`config.mk`:
```
export PLATFORM = sky130hd
export DESIGN_NAME = timing_weighted_hpwl
export DESIGN_NICKNAME = d
export VERILOG_FILES = /design/src/hdl/twh_pkg.sv /design/src/hdl/timing_weighted_hpwl.sv
export SDC_FILE = /design/constraint.sdc
export NUM_CORES = 2
export LEC_CHECK = 0
export BUFFER_PORTS_ARGS = -buffer_cell sky130_fd_sc_hd__buf_4
export CORE_ASPECT_RATIO = 1.5
export CORE_UTILIZATION = 30
export DETAILED_ROUTE_END_ITERATION = 10
export PLACE_DENSITY = 0.46
export SYNTH_ARGS = -nofsm -noshare
export SYNTH_HDL_FRONTEND = slang
export SYNTH_SLANG_ARGS = --single-unit
```
`constraint.sdc`:
```
create_clock -name aclk -period 18.4 [get_ports aclk]
set_input_delay 4.6 -clock aclk [delete_from_list [all_inputs] [get_ports aclk]]
set_output_delay 4.6 -clock aclk [all_outputs]
set_load 0.01 [all_outputs]
```
`src/hdl/twh_pkg.sv`:
```
package twh_pkg;

    // Fixed field widths
    localparam int WL_W       = 14;
    localparam int TNS_W      = 32;
    localparam int SCALE_W    = 16;
    localparam int WEIGHT_W   = 16;
    localparam int CFG_IDX_W  = 4;
    localparam int CFG_DATA_W = 16;

    // Register indexes on the configuration channel
    localparam logic [CFG_IDX_W-1:0] CFG_TIMING_ENABLE = 4'd0;
    localparam logic [CFG_IDX_W-1:0] CFG_NS_PER_UNIT   = 4'd1;

    localparam logic [SCALE_W-1:0]  SCALE_RESET = 16'd66;
    localparam logic [WEIGHT_W-1:0] WEIGHT_ONE  = 16'd256;

    // exp(-1/20) and exp(+1/20) in Q32, unity and cap in Q24, weight cap in Q8.8
    localparam logic [63:0] EXP_DOWN_Q32 = 64'd4085499269;
    localparam logic [63:0] EXP_UP_Q32   = 64'd4515174978;
    localparam logic [63:0] E_ONE_Q24    = 64'd1 << 24;
    localparam logic [63:0] E_CAP_Q24    = 64'd4 << 24;
    localparam logic [63:0] W_CAP        = 64'd1280;

    typedef enum logic [17:0] {
        ST_IDLE   = 18'b000000000000000001,
        ST_DECODE = 18'b000000000000000010,
        ST_SLK    = 18'b000000000000000100,
        ST_TNS    = 18'b000000000000001000,
        ST_MINC   = 18'b000000000000010000,
        ST_XLO    = 18'b000000000000100000,
        ST_XHI    = 18'b000000000001000000,
        ST_YLO    = 18'b000000000010000000,
        ST_YHI    = 18'b000000000100000000,
        ST_DX     = 18'b000000001000000000,
        ST_DY     = 18'b000000010000000000,
        ST_HSUM   = 18'b000000100000000000,
        ST_MUL1   = 18'b000001000000000000,
        ST_IDX    = 18'b000010000000000000,
        ST_ROM    = 18'b000100000000000000,
        ST_MUL2   = 18'b001000000000000000,
        ST_EMIT   = 18'b010000000000000000,
        ST_SPARE  = 18'b100000000000000000
    } state_t;

    // Q24 exponent to Q8.8 weight, rounded, capped at 5.0
    function automatic logic [WEIGHT_W-1:0] weight_of(input logic [63:0] e);
        logic [63:0] w;
        w = 64'd256 + ((e + 64'd32768) >> 16);
        return (w > W_CAP) ? W_CAP[WEIGHT_W-1:0] : w[WEIGHT_W-1:0];
    endfunction

    // Q24 times Q32, rounded half up, capped at 4.0
    function automatic logic [63:0] mul_q32(input logic [63:0] e, input logic [63:0] k);
        logic [63:0] p;
        p = (e * k + (64'd1 << 31)) >> 32;
        return (p > E_CAP_Q24) ? E_CAP_Q24 : p;
    endfunction

endpackage

```
`src/hdl/timing_weighted_hpwl.sv`:
```
// Timing-weighted half-perimeter wirelength of one net. A net arrives on the
// s_ channel as a driver transaction (s_tuser = 0) followed by load
// transactions (s_tuser = 1); s_tlast closes the net. The block tracks the
// bounding box of placed, non-global-buffer pins and, when timing is enabled
// and the driver is a timed port in cost mode, the saturated sum of negative
// slacks and the worst slack. A net whose driver is unplaced or sits on a
// global buffer produces no result. On the closing transaction one result is
// sent on the m_ channel: wirelength = floor(hpwl * w / 256), where w is a
// Q8.8 weight min(5, 1 + exp(-ns/5)) looked up by worst slack in ns, or 1.0
// when timing is off. All arithmetic goes through one shared add/subtract
// unit and one shared multiplier under a one-hot sequencer, and s_tready is
// high only while the sequencer is idle. After decoding, a placed load of a
// counted net runs the slack, tns and worst-slack updates when timing is
// active and the four box compares unless it sits on a global buffer, then
// returns to idle. The closing transaction adds the box extents, a weight of
// one or the lookup (slack scaling multiply, index clamp, registered table
// read), the final multiply and the output load, which waits until the
// previous result has left the output register. The weight table is a
// constant ROM built at elaboration; there is no clearing pass.
// Configuration writes are always taken (cfg_ready is tied high) and are
// meant to happen only while no net is in flight.
module timing_weighted_hpwl #(
    parameter int COORD_BITS     = 10,
    parameter int DELAY_BITS     = 24,
    parameter int WEIGHT_ENTRIES = 256,
    localparam int S_W           = 2 * COORD_BITS + 4 + 2 * DELAY_BITS,
    localparam int S_TDATA_W     = ((S_W + 7) / 8) * 8,
    localparam int M_W           = twh_pkg::WL_W + twh_pkg::TNS_W + DELAY_BITS,
    localparam int M_TDATA_W     = ((M_W + 7) / 8) * 8
) (
    input  logic                                aclk,
    input  logic                                aresetn,

    // Configuration write channel
    input  logic                                cfg_valid,
    output logic                                cfg_ready,
    input  logic [twh_pkg::CFG_IDX_W-1:0]       cfg_index,
    input  logic [twh_pkg::CFG_DATA_W-1:0]      cfg_data,

    // Pin stream
    input  logic                                s_tvalid,
    output logic                                s_tready,
    // pos_x, pos_y, is_placed, global_buffer, timed_port, cost_mode,
    // slack_budget, predicted_delay, zero pad
    input  logic [S_TDATA_W-1:0]                s_tdata,
    // item_kind
    input  logic                                s_tuser,
    input  logic                                s_tlast,

    // Result stream
    output logic                                m_tvalid,
    input  logic                                m_tready,
    // wirelength, tns_delta, worst slack, zero pad
    output logic [M_TDATA_W-1:0]                m_tdata
);
    import twh_pkg::*;

    localparam int C        = COORD_BITS;
    localparam int D        = DELAY_BITS;
    localparam int IDX_W    = $clog2(WEIGHT_ENTRIES);
    localparam int HALF     = WEIGHT_ENTRIES / 2;
    // wide enough for delay differences, the tns sum and the scaled slack
    localparam int ALU_W    = (D + 5 > 34) ? D + 5 : 34;
    localparam int MUL_A_W  = (D > C + 2) ? D : C + 2;
    localparam int MUL_B_W  = WEIGHT_W + 1;
    localparam int PROD_W   = MUL_A_W + MUL_B_W;
    localparam int NS_SHIFT = 14;              // Q16 ns to quarter-ns steps

    // s_tdata field offsets
    localparam int X_LO  = 0;
    localparam int Y_LO  = C;
    localparam int PL_B  = 2 * C;
    localparam int GB_B  = 2 * C + 1;
    localparam int TP_B  = 2 * C + 2;
    localparam int CM_B  = 2 * C + 3;
    localparam int SB_LO = 2 * C + 4;
    localparam int PD_LO = 2 * C + 4 + D;

    localparam logic signed [D-1:0]     DMAX    = {1'b0, {(D-1){1'b1}}};
    localparam logic signed [D-1:0]     DMIN    = {1'b1, {(D-1){1'b0}}};
    localparam logic signed [TNS_W-1:0] TNS_MIN = {1'b1, {(TNS_W-1){1'b0}}};

    // ---------------------------------------------------------------------
    // Weight ROM: entry i stands for ns = (i - HALF) / 4
    // ---------------------------------------------------------------------
    typedef logic [WEIGHT_W-1:0] wtab_t [WEIGHT_ENTRIES];

    function automatic wtab_t build_weights();
        wtab_t       tab;
        logic [63:0] e;
        int          i;
        e = E_ONE_Q24;
        for (i = HALF; i < WEIGHT_ENTRIES; i++) begin
            tab[i] = weight_of(e);
            e      = mul_q32(e, EXP_DOWN_Q32);
        end
        e = E_ONE_Q24;
        for (i = HALF - 1; i >= 0; i--) begin
            e      = mul_q32(e, EXP_UP_Q32);
            tab[i] = weight_of(e);
        end
        return tab;
    endfunction

    localparam wtab_t WEIGHT_ROM = build_weights();

    // ---------------------------------------------------------------------
    // Registers
    // ---------------------------------------------------------------------
    state_t                     state_reg, state_next;

    logic                       timing_enable_reg;
    logic [SCALE_W-1:0]         ns_scale_reg;

    // captured transaction
    logic                       kind_reg;
    logic [C-1:0]               x_reg, y_reg;
    logic                       placed_reg, gbuf_reg, timed_reg, cost_reg, last_reg;
    logic signed [D-1:0]        budget_reg, delay_reg;

    // net state
    logic [C-1:0]               box_xmin_reg, box_xmin_next;
    logic [C-1:0]               box_xmax_reg, box_xmax_next;
    logic [C-1:0]               box_ymin_reg, box_ymin_next;
    logic [C-1:0]               box_ymax_reg, box_ymax_next;
    logic signed [TNS_W-1:0]    neg_sum_reg, neg_sum_next;
    logic signed [D-1:0]        min_slack_reg, min_slack_next;
    logic                       timing_active_reg, timing_active_next;
    logic                       net_counted_reg, net_counted_next;

    // working registers
    logic signed [D-1:0]        slack_reg, slack_next;
    logic [C:0]                 hpwl_reg, hpwl_next;
    logic [C-1:0]               dy_reg, dy_next;
    logic [IDX_W-1:0]           idx_reg, idx_next;
    logic [WEIGHT_W-1:0]        weight_reg, weight_next;
    logic signed [PROD_W-1:0]   prod_reg, prod_next;

    logic                       m_tvalid_reg, m_tvalid_next;
    logic [M_TDATA_W-1:0]       m_tdata_reg, m_tdata_next;

    // shared units
    logic signed [ALU_W-1:0]    alu_a, alu_b, alu_res;
    logic                       alu_sub;
    logic                       alu_neg;
    logic signed [MUL_A_W-1:0]  mul_a;
    logic signed [MUL_B_W-1:0]  mul_b;
    logic signed [PROD_W-1:0]   mul_res;

    logic                       s_accept;
    logic                       slack_ovf;
    logic                       tns_ovf;
    state_t                     finish_state;

    assign s_tready  = (state_reg == ST_IDLE);
    assign s_accept  = s_tvalid && s_tready;
    assign cfg_ready = 1'b1;
    assign m_tvalid  = m_tvalid_reg;
    assign m_tdata   = m_tdata_reg;

    // one add/subtract unit, one multiplier
    assign alu_res = alu_sub ? (alu_a - alu_b) : (alu_a + alu_b);
    assign alu_neg = alu_res[ALU_W-1];
    assign mul_res = mul_a * mul_b;

    assign slack_ovf = (alu_res[ALU_W-1:D-1] != {(ALU_W-D+1){alu_res[ALU_W-1]}});
    // only used when adding a negative slack to the non-positive sum
    assign tns_ovf   = (alu_res[ALU_W-1:TNS_W-1] != {(ALU_W-TNS_W+1){1'b1}});

    // where a load goes once its updates are done
    assign finish_state = last_reg ? ST_DX : ST_IDLE;

    // ---------------------------------------------------------------------
    // Sequencer
    // ---------------------------------------------------------------------
    always_comb begin
        state_next         = state_reg;
        box_xmin_next      = box_xmin_reg;
        box_xmax_next      = box_xmax_reg;
        box_ymin_next      = box_ymin_reg;
        box_ymax_next      = box_ymax_reg;
        neg_sum_next       = neg_sum_reg;
        min_slack_next     = min_slack_reg;
        timing_active_next = timing_active_reg;
        net_counted_next   = net_counted_reg;
        slack_next         = slack_reg;
        hpwl_next          = hpwl_reg;
        dy_next            = dy_reg;
        idx_next           = idx_reg;
        weight_next        = weight_reg;
        prod_next          = prod_reg;
        m_tdata_next       = m_tdata_reg;
        m_tvalid_next      = m_tvalid_reg && !m_tready;

        alu_a   = '0;
        alu_b   = '0;
        alu_sub = 1'b1;
        mul_a   = '0;
        mul_b   = '0;

        unique case (state_reg)
            ST_IDLE: begin
                if (s_accept) begin
                    state_next = ST_DECODE;
                end
            end

            ST_DECODE: begin
                if (!kind_reg) begin
                    // driver opens a net
                    neg_sum_next       = '0;
                    min_slack_next     = DMAX;
                    box_xmin_next      = x_reg;
                    box_xmax_next      = x_reg;
                    box_ymin_next      = y_reg;
                    box_ymax_next      = y_reg;
                    net_counted_next   = placed_reg && !gbuf_reg;
                    timing_active_next = timing_enable_reg && cost_reg && timed_reg;
                    state_next = (last_reg && placed_reg && !gbuf_reg) ? ST_DX : ST_IDLE;
                end else if (net_counted_reg && placed_reg) begin
                    if (timing_active_reg) begin
                        state_next = ST_SLK;
                    end else begin
                        state_next = gbuf_reg ? finish_state : ST_XLO;
                    end
                end else begin
                    state_next = (last_reg && net_counted_reg) ? ST_DX : ST_IDLE;
                end
            end

            ST_SLK: begin
                alu_a = ALU_W'(budget_reg);
                alu_b = ALU_W'(delay_reg);
                if (slack_ovf) begin
                    slack_next = alu_neg ? DMIN : DMAX;
                end else begin
                    slack_next = alu_res[D-1:0];
                end
                state_next = ST_TNS;
            end

            ST_TNS: begin
                alu_a   = ALU_W'(neg_sum_reg);
                alu_b   = ALU_W'(slack_reg);
                alu_sub = 1'b0;
                if (slack_reg[D-1]) begin
                    neg_sum_next = tns_ovf ? TNS_MIN : alu_res[TNS_W-1:0];
                end
                state_next = ST_MINC;
            end

            ST_MINC: begin
                alu_a = ALU_W'(slack_reg);
                alu_b = ALU_W'(min_slack_reg);
                if (alu_neg) begin
                    min_slack_next = slack_reg;
                end
                // global-buffer loads count for slack only
                state_next = gbuf_reg ? finish_state : ST_XLO;
            end

            ST_XLO: begin
                alu_a = ALU_W'(x_reg);
                alu_b = ALU_W'(box_xmin_reg);
                if (alu_neg) begin
                    box_xmin_next = x_reg;
                end
                state_next = ST_XHI;
            end

            ST_XHI: begin
                alu_a = ALU_W'(box_xmax_reg);
                alu_b = ALU_W'(x_reg);
                if (alu_neg) begin
                    box_xmax_next = x_reg;
                end
                state_next = ST_YLO;
            end

            ST_YLO: begin
                alu_a = ALU_W'(y_reg);
                alu_b = ALU_W'(box_ymin_reg);
                if (alu_neg) begin
                    box_ymin_next = y_reg;
                end
                state_next = ST_YHI;
            end

            ST_YHI: begin
                alu_a = ALU_W'(box_ymax_reg);
                alu_b = ALU_W'(y_reg);
                if (alu_neg) begin
                    box_ymax_next = y_reg;
                end
                state_next = finish_state;
            end

            ST_DX: begin
                alu_a            = ALU_W'(box_xmax_reg);
                alu_b            = ALU_W'(box_xmin_reg);
                hpwl_next        = alu_res[C:0];
                net_counted_next = 1'b0;
                state_next       = ST_DY;
            end

            ST_DY: begin
                alu_a      = ALU_W'(box_ymax_reg);
                alu_b      = ALU_W'(box_ymin_reg);
                dy_next    = alu_res[C-1:0];
                state_next = ST_HSUM;
            end

            ST_HSUM: begin
                alu_a     = ALU_W'(hpwl_reg);
                alu_b     = ALU_W'(dy_reg);
                alu_sub   = 1'b0;
                hpwl_next = alu_res[C:0];
                if (timing_active_reg) begin
                    state_next = ST_MUL1;
                end else begin
                    weight_next = WEIGHT_ONE;
                    state_next  = ST_MUL2;
                end
            end

            ST_MUL1: begin
                // worst slack in ns, Q16
                mul_a      = MUL_A_W'(min_slack_reg);
                mul_b      = MUL_B_W'(ns_scale_reg);
                prod_next  = mul_res;
                state_next = ST_IDX;
            end

            ST_IDX: begin
                // floor to quarter-ns, centre on the table, clamp
                alu_a   = ALU_W'(prod_reg >>> NS_SHIFT);
                alu_b   = ALU_W'(HALF);
                alu_sub = 1'b0;
                if (alu_neg) begin
                    idx_next = '0;
                end else if (alu_res > $signed(ALU_W'(WEIGHT_ENTRIES - 1))) begin
                    idx_next = IDX_W'(WEIGHT_ENTRIES - 1);
                end else begin
                    idx_next = alu_res[IDX_W-1:0];
                end
                state_next = ST_ROM;
            end

            ST_ROM: begin
                weight_next = WEIGHT_ROM[idx_reg];
                state_next  = ST_MUL2;
            end

            ST_MUL2: begin
                mul_a      = MUL_A_W'(hpwl_reg);
                mul_b      = MUL_B_W'(weight_reg);
                prod_next  = mul_res;
                state_next = ST_EMIT;
            end

            ST_EMIT: begin
                // wait for the output register to free up
                if (!m_tvalid_reg || m_tready) begin
                    m_tvalid_next = 1'b1;
                    m_tdata_next  = M_TDATA_W'({min_slack_reg, neg_sum_reg,
                                                prod_reg[8 +: WL_W]});
                    state_next    = ST_IDLE;
                end
            end

            default: begin
                state_next = ST_IDLE;
            end
        endcase
    end

    // ---------------------------------------------------------------------
    // Clocked
    // ---------------------------------------------------------------------
    always_ff @(posedge aclk) begin
        if (!aresetn) begin
            state_reg         <= ST_IDLE;
            timing_enable_reg <= 1'b0;
            ns_scale_reg      <= SCALE_RESET;
            timing_active_reg <= 1'b0;
            net_counted_reg   <= 1'b0;
            box_xmin_reg      <= '0;
            box_xmax_reg      <= '0;
            box_ymin_reg      <= '0;
            box_ymax_reg      <= '0;
            neg_sum_reg       <= '0;
            min_slack_reg     <= DMAX;
            m_tvalid_reg      <= 1'b0;
        end else begin
            state_reg         <= state_next;
            timing_active_reg <= timing_active_next;
            net_counted_reg   <= net_counted_next;
            box_xmin_reg      <= box_xmin_next;
            box_xmax_reg      <= box_xmax_next;
            box_ymin_reg      <= box_ymin_next;
            box_ymax_reg      <= box_ymax_next;
            neg_sum_reg       <= neg_sum_next;
            min_slack_reg     <= min_slack_next;
            m_tvalid_reg      <= m_tvalid_next;
            if (cfg_valid && cfg_ready) begin
                unique case (cfg_index)
                    CFG_TIMING_ENABLE: timing_enable_reg <= cfg_data[0];
                    CFG_NS_PER_UNIT:   ns_scale_reg      <= cfg_data[SCALE_W-1:0];
                    default: begin
                    end
                endcase
            end
        end
    end

    // datapath, no reset
    always_ff @(posedge aclk) begin
        slack_reg   <= slack_next;
        hpwl_reg    <= hpwl_next;
        dy_reg      <= dy_next;
        idx_reg     <= idx_next;
        weight_reg  <= weight_next;
        prod_reg    <= prod_next;
        m_tdata_reg <= m_tdata_next;
        if (s_accept) begin
            kind_reg   <= s_tuser;
            last_reg   <= s_tlast;
            x_reg      <= s_tdata[X_LO +: C];
            y_reg      <= s_tdata[Y_LO +: C];
            placed_reg <= s_tdata[PL_B];
            gbuf_reg   <= s_tdata[GB_B];
            timed_reg  <= s_tdata[TP_B];
            cost_reg   <= s_tdata[CM_B];
            budget_reg <= s_tdata[SB_LO +: D];
            delay_reg  <= s_tdata[PD_LO +: D];
        end
    end

endmodule
```
# After elaboration in Yosys (flattened, before gate mapping)
# Memories as Yosys holds them, arrays and structs flattened.
# Cells that the tools add are included.
[totals]
ff_bits = 388
rom_bits = 4096
ramBits = 0
out_inout_bits = 75
memories = 1
inputBits = 99
latchBits = 0
[memory_table]
columns = ["name", "words", "width", "read_ports", "rd_clocked_by_memory_dff", "wr", "line_no", "rtl"]
rows = [
  ["(no name shown)", 256, 16, 1, 0, 0, "timing_weighted_hpwl.sv:350", "weight_next = WEIGHT_ROM[idx_reg];"],
]
[op_classes]
add_sub_neg = 2
n_lt_le_gt_ge = 2
multipliers = 1
mux = 42
bitwise = 2
reduce_logical = 42
shifts = 0
div_mod_pow = 0
n_eq_ne = 30
[op_table]
columns = ["operator", "count"]
rows = [
  ["$pmux W34 S9", 2],
  ["$pmux W18 S17", 1],
  ["$mux W24", 4],
  ["$mux W32", 3],
  ["$pmux W24 S2", 2],
  ["$mux W10", 9],
  ["$pmux W10 S2", 4],
  ["$mux W18", 4],
  ["$mux W16", 4],
  ["$pmux W16 S2", 2],
  ["$pmux W32 S2", 1],
  ["$mul A24 B17 Y41", 1],
  ["$add A34 B34 Y34", 1],
  ["$gt A34 B9 Y1 const B", 1],
  ["$mux W34", 1],
  ["$sub A34 B34 Y34", 1],
  ["$eq A18 B1 Y1 const B", 1],
  ["$eq A18 B10 Y1 const B", 1],
  ["$eq A18 B11 Y1 const B", 1],
  ["$eq A18 B12 Y1 const B", 1],
  ["$eq A18 B13 Y1 const B", 1],
  ["$eq A18 B14 Y1 const B", 1],
  ["$eq A18 B15 Y1 const B", 1],
  ["$eq A18 B16 Y1 const B", 1],
  ["29 further kinds", 72],
]

# Logic depth before layout (Yosys ltp)
[logic_depth]
ltp_word = 9
mapped_depth = 37
depth_no_buf = 32

# Worst setup path after synthesis
# OpenSTA, ideal clock, no wires.
[synth_path]
path_kind = "register to register"
from = "reg state_reg[0]"
to = "reg prod_reg[39] (data pin)"
period_less_slack_ns = 8.758
setup_slack_ns = 9.642
required_time_ns = 18.142
stages_incl_launch_ff = 32
arrival_ns = 8.501
path_cell_list = "dfxtp_1 -> buf_2 -> nor4_1 -> nand4_1 -> or2_2 -> nor3b_1 -> clkbuf_1 -> a22o_1 -> clkbuf_1 -> nand2_1 -> fa_1 -> inv_1 -> fa_1 -> fa_1 -> fa_1 -> fa_1 -> inv_1 -> fa_1 -> inv_1 -> ha_1 -> a211o_1 -> o211ai_1 -> a21oi_1 -> a311o_1 -> a41oi_1 -> o21ai_0 -> a21oi_1 -> o21ai_0 -> a31oi_1 -> o21ai_0 -> nor2_1 -> xnor2_1"
[synth_via]
elab_chain_len = 3
word_cells_on_any_way = 5
classes_between = "mul (1); eq/ne (2); mux (2)"
[synth_rtl]
columns = ["item", "line_no", "rtl"]
rows = [
  ["start: declaration", "timing_weighted_hpwl.sv:110", "state_t state_reg, state_next;"],
  ["start signal: assignment", "timing_weighted_hpwl.sv:395", "state_reg <= state_next;"],
  ["$eq A18 B16 Y1 / $eq A18 B13 Y1 (equally long branches)", "timing_weighted_hpwl.sv:201", "unique case (state_reg)"],
  ["$pmux W24 S2 / $pmux W16 S2 (equally long branches)", "timing_weighted_hpwl.sv:201", ""],
  ["$mul A24 B17 Y41 *", "timing_weighted_hpwl.sv:164", "assign mul_res = mul_a * mul_b;"],
  ["via mul_res[39]", "timing_weighted_hpwl.sv:148", "logic signed [PROD_W-1:0] mul_res;"],
  ["end signal: assignment", "timing_weighted_hpwl.sv:423", "prod_reg <= prod_next;"],
  ["end: declaration", "timing_weighted_hpwl.sv:137", "logic signed [PROD_W-1:0] prod_reg, prod_next;"],
]
# Mark *: on every way through the listed nets, which the timed path passes. The rest lies on a longest branch.
# A chain may end at the register's enable or synchronous reset.

# Worst setup path in the final report
# Ends and elaborated chain as after synthesis.

==> summary.txt <==
Outcome
  – Status: complete, no violations

Placed design
  – GP Congestion: 0.950
  – PortBufs: between 150 and 200
  – Post-placement cell count: between 4000 and 5000
  – Post-DP HPWL: roughly 94000 um

CTS
  – CTS Hold Bufs: 0
  – Post-CTS Setup Bufs: 0
  – Clk_lat worst skew: between 0.6 and 0.7 ns
  – CTS tree: done
  – CTS Buffer Depth: 3
  – H-tree Lvls: 2
  – Cts bufs inserted: ~40
  – Root buf cell: clkbuf_16
  – Clk sink count: roughly 370
  – Clock Pin Slew Worst Setup and Hold Paths: 0.07 ns
  – PostCTS Resize Cnt: 0

Setup path
  – WP data arrival: ~12 ns
  – Crit path largest cell delay: ~0.64 ns
  – Critical Path Source Type: flip-flop
  – Critical-path cell with the highest stage delay: a41oi_1
  – Crit end category: flip-flop
  – Crit-path max FO: a little under 70
  – Most used cell, CP: fa_1
  – CP Data Required Time: between 15 and 20 ns
  – Crit path kind: reg -> reg

Timing
  – Setup TNS: 0 ns
  – Max Slew Vio Count: 0
  – Period utilisation layout: 0.608
  – Peak Freq: about 0.089 GHz
  – Worst Tran Pin Value: between 1 and 1.5 ns
  – Min cycle time layout: roughly 11 ns
  – Final hold violation count: 0
  – Setup Skew: approximately 0.03 ns
  – Relative slew slack: 0.204
  – Final setup vio count: 0
  – RSZ-0062 raised after global routing: no

Synthesis
  – Number of enable flip-flop cells after synthesis: between 200 and 250
  – Synth warn: 0
  – Async S/R FF share, synth: 0
  – Yosys reg bits: 374
  – Netlist Area Pre-Place: about 32000 sq um
  – Seq/Total Area, Yosys: 0.307
  – Synth cell types: between 80 and 90
  – Synth Instances: about 3300
  – Top_reg_cell synth: edfxtp_1
  – Syn Area/Cell: between 9 and 10 sq um

Pwr
  – NetSw: 0.000472 W
  – Combinational power share: 0.036
  – Sw frac: 0.249
  – Pleak: approximately 15 nW
  – Peak supply drop: about 0.054 mV
  – Internal power: around 0.0014 W
  – Pwr dens: 52.0 nW/um^2
  – Sequential share of power: 0.497
  – Clock Power Share: 0.467

Route
  – Starting DRC count in detailed routing: 2286
  – Via count: around 26000
  – ANT nets after route: 0
  – DRT Wirelength: roughly 120000 um
  – Met2 wire length: about 62000 um
  – DRC violations left: 0
  – Max Used Layer: met4
  – First-pass DRT Iterations: 9
  – Routed length per instance: approximately 25 um
  – Wire length on met1: 46200 um
  – Met3 Wirelength: 5880 um
  – Vias per std cell: 5.32

Die
  – Core area: about 110000 sq um
  – Row count: between 100 and 150
  – I/O pin count: 174
  – Die Y: roughly 400 um
  – Die width: about 270 um
  – Die area: 109000 sq um
  – Starting Density: 0.304

Layout
  – Layout Area Growth over Synthesis: 13.0%
  – Final net count: approximately 4000
  – Layout cell share with drive strength beyond 1: 0.0997
  – ANT cells: 0
  – FILL cells: 11000
  – Most frequent cells in the layout: inv_1, nand2_1, fa_1
  – Max reg flops: 70
  – Sequential cell area: approximately 10000 sq um
  – Area of the multi-input gates: between 15000 and 20000 sq um
  – Cell Count, Final, Fillers Out: just under 5000
  – Most common cell after layout, fill and taps aside: inv_1

GRT
  – Global route overflow: 0
  – Initial antenna violation count: 4
  – First-pass GRT wire length: around 180000 um
  – Largest net degree at the start of global routing: between 70 and 80
  – GRT Overall Usage: 0.222
  – Number of global-route vias before repair: 27000

Worst hold path
  – HP Class: reg -> reg

Flow run
  – Max-Cap Viols: 0
==> final timing paths <==
path | start | end | slack [ns] | cells past startpoint
min | prod_reg[12]$_DFFE_PN_ | m_tdata[4]$_DFFE_PP_ | 0.42 | 0
min reg2reg | prod_reg[12]$_DFFE_PN_ | m_tdata[4]$_DFFE_PP_ | 0.42 | 0
max | state_reg[0]$_SDFFE_PN1P_ | prod_reg[39]$_DFFE_PN_ | 7.22 | 30
max reg2reg | state_reg[0]$_SDFFE_PN1P_ | prod_reg[39]$_DFFE_PN_ | 7.22 | 30
==> through the flow <==
stage | area [sq um] | hold WS (ns) | total power, W | utilization | setup slack (ns)
final | 36400 | 0.425 | 0.00189 | 0.343 | 7.22
after detailed placement | 35000 | 0.409 | 0.00103 | 0.330 | 7.17
after global placement | 35000 | 0.406 | 0.00103 | 0.330 | 7.43
after floorplan | 32200 | 0.400 | 0.000977 | - | 9.64
after CTS | 36400 | 0.426 | 0.00192 | 0.343 | 7.10
after global routing | 36400 | 0.427 | 0.00195 | 0.343 | 6.51
==> per-layer routing <==
layer,track usage,vias up
met4,0.110,0
met3,0.0231,266
met2,0.401,911
li1,-,11500
met1,0.260,13200
met5,0,-
==> power groups by stage <==
stage / logic [W] / clock network (W) / registers, W
final: 0.0000682 / 0.000884 / 0.000940
after global routing: 0.0000740 / 0.000935 / 0.000940
after CTS: 0.0000691 / 0.000911 / 0.000939
after detailed placement: 0.0000688 / 0 / 0.000958
after global placement: 0.0000684 / 0 / 0.000958
after floorplan: 0.0000365 / 0 / 0.000941
==> critical path, delay by kind of cell (launching register included) <==
| kind | cells | cell delay, ns |
|---|---|---|
| DFF | 1 | 0.45 |
| and+or+nand+nor | 6 | 1.80 |
| buffers and inverters | 5 | 1.35 |
| AOI/OAI and AO/OA | 11 | 3.95 |
| xor gates and xnor gates | 1 | 0.09 |
| adders and majority gates | 7 | 3.21 |
==> cell type report <==
class,count,share of cell area
sequential,374,0.272
multi-input combinational,2319,0.546
timing repair buffer,231,0.0477
clock inverter,29,0.00925
inverter,460,0.0475
tap,1406,0.0483
clock buffer,46,0.0290
==> cells by family (layout without fill, tap and decap cells) <==
family,count (synthesis),count (layout),synth area share
buffers and inverters,641,766,0.0778
flip-flops,374,374,0.307
XOR/XNOR,88,88,0.0239
AO/OA/AOI/OAI,623,623,0.133
adder cells (fa/ha/maj),522,522,0.291
multiplexers,31,31,0.00968
other,2,3,0.000233
AND/OR/NAND/NOR,1052,1052,0.158
==> cells in the mapped netlist, types with 30 or more instances <==
master      n  area share
mux2i_1    30      0.0093
and2_1     37      0.0072
nor3_1     44      0.0068
and3_1     89       0.017
xnor2_1    59       0.016
ha_1      146       0.057
a222oi_1   55       0.017
fa_1      376        0.23
clkbuf_1  144       0.017
nand2_1   451       0.053
o21ai_0   143       0.022
nand3b_1   32      0.0075
dfxtp_1   133       0.083
nand3_1    74       0.012
inv_1     458       0.053
edfxtp_1  241        0.22
a21oi_1   148       0.023
nor2_1    180       0.021
a22oi_1    55       0.013
Note: power is estimated with default switching activity, not from simulation.
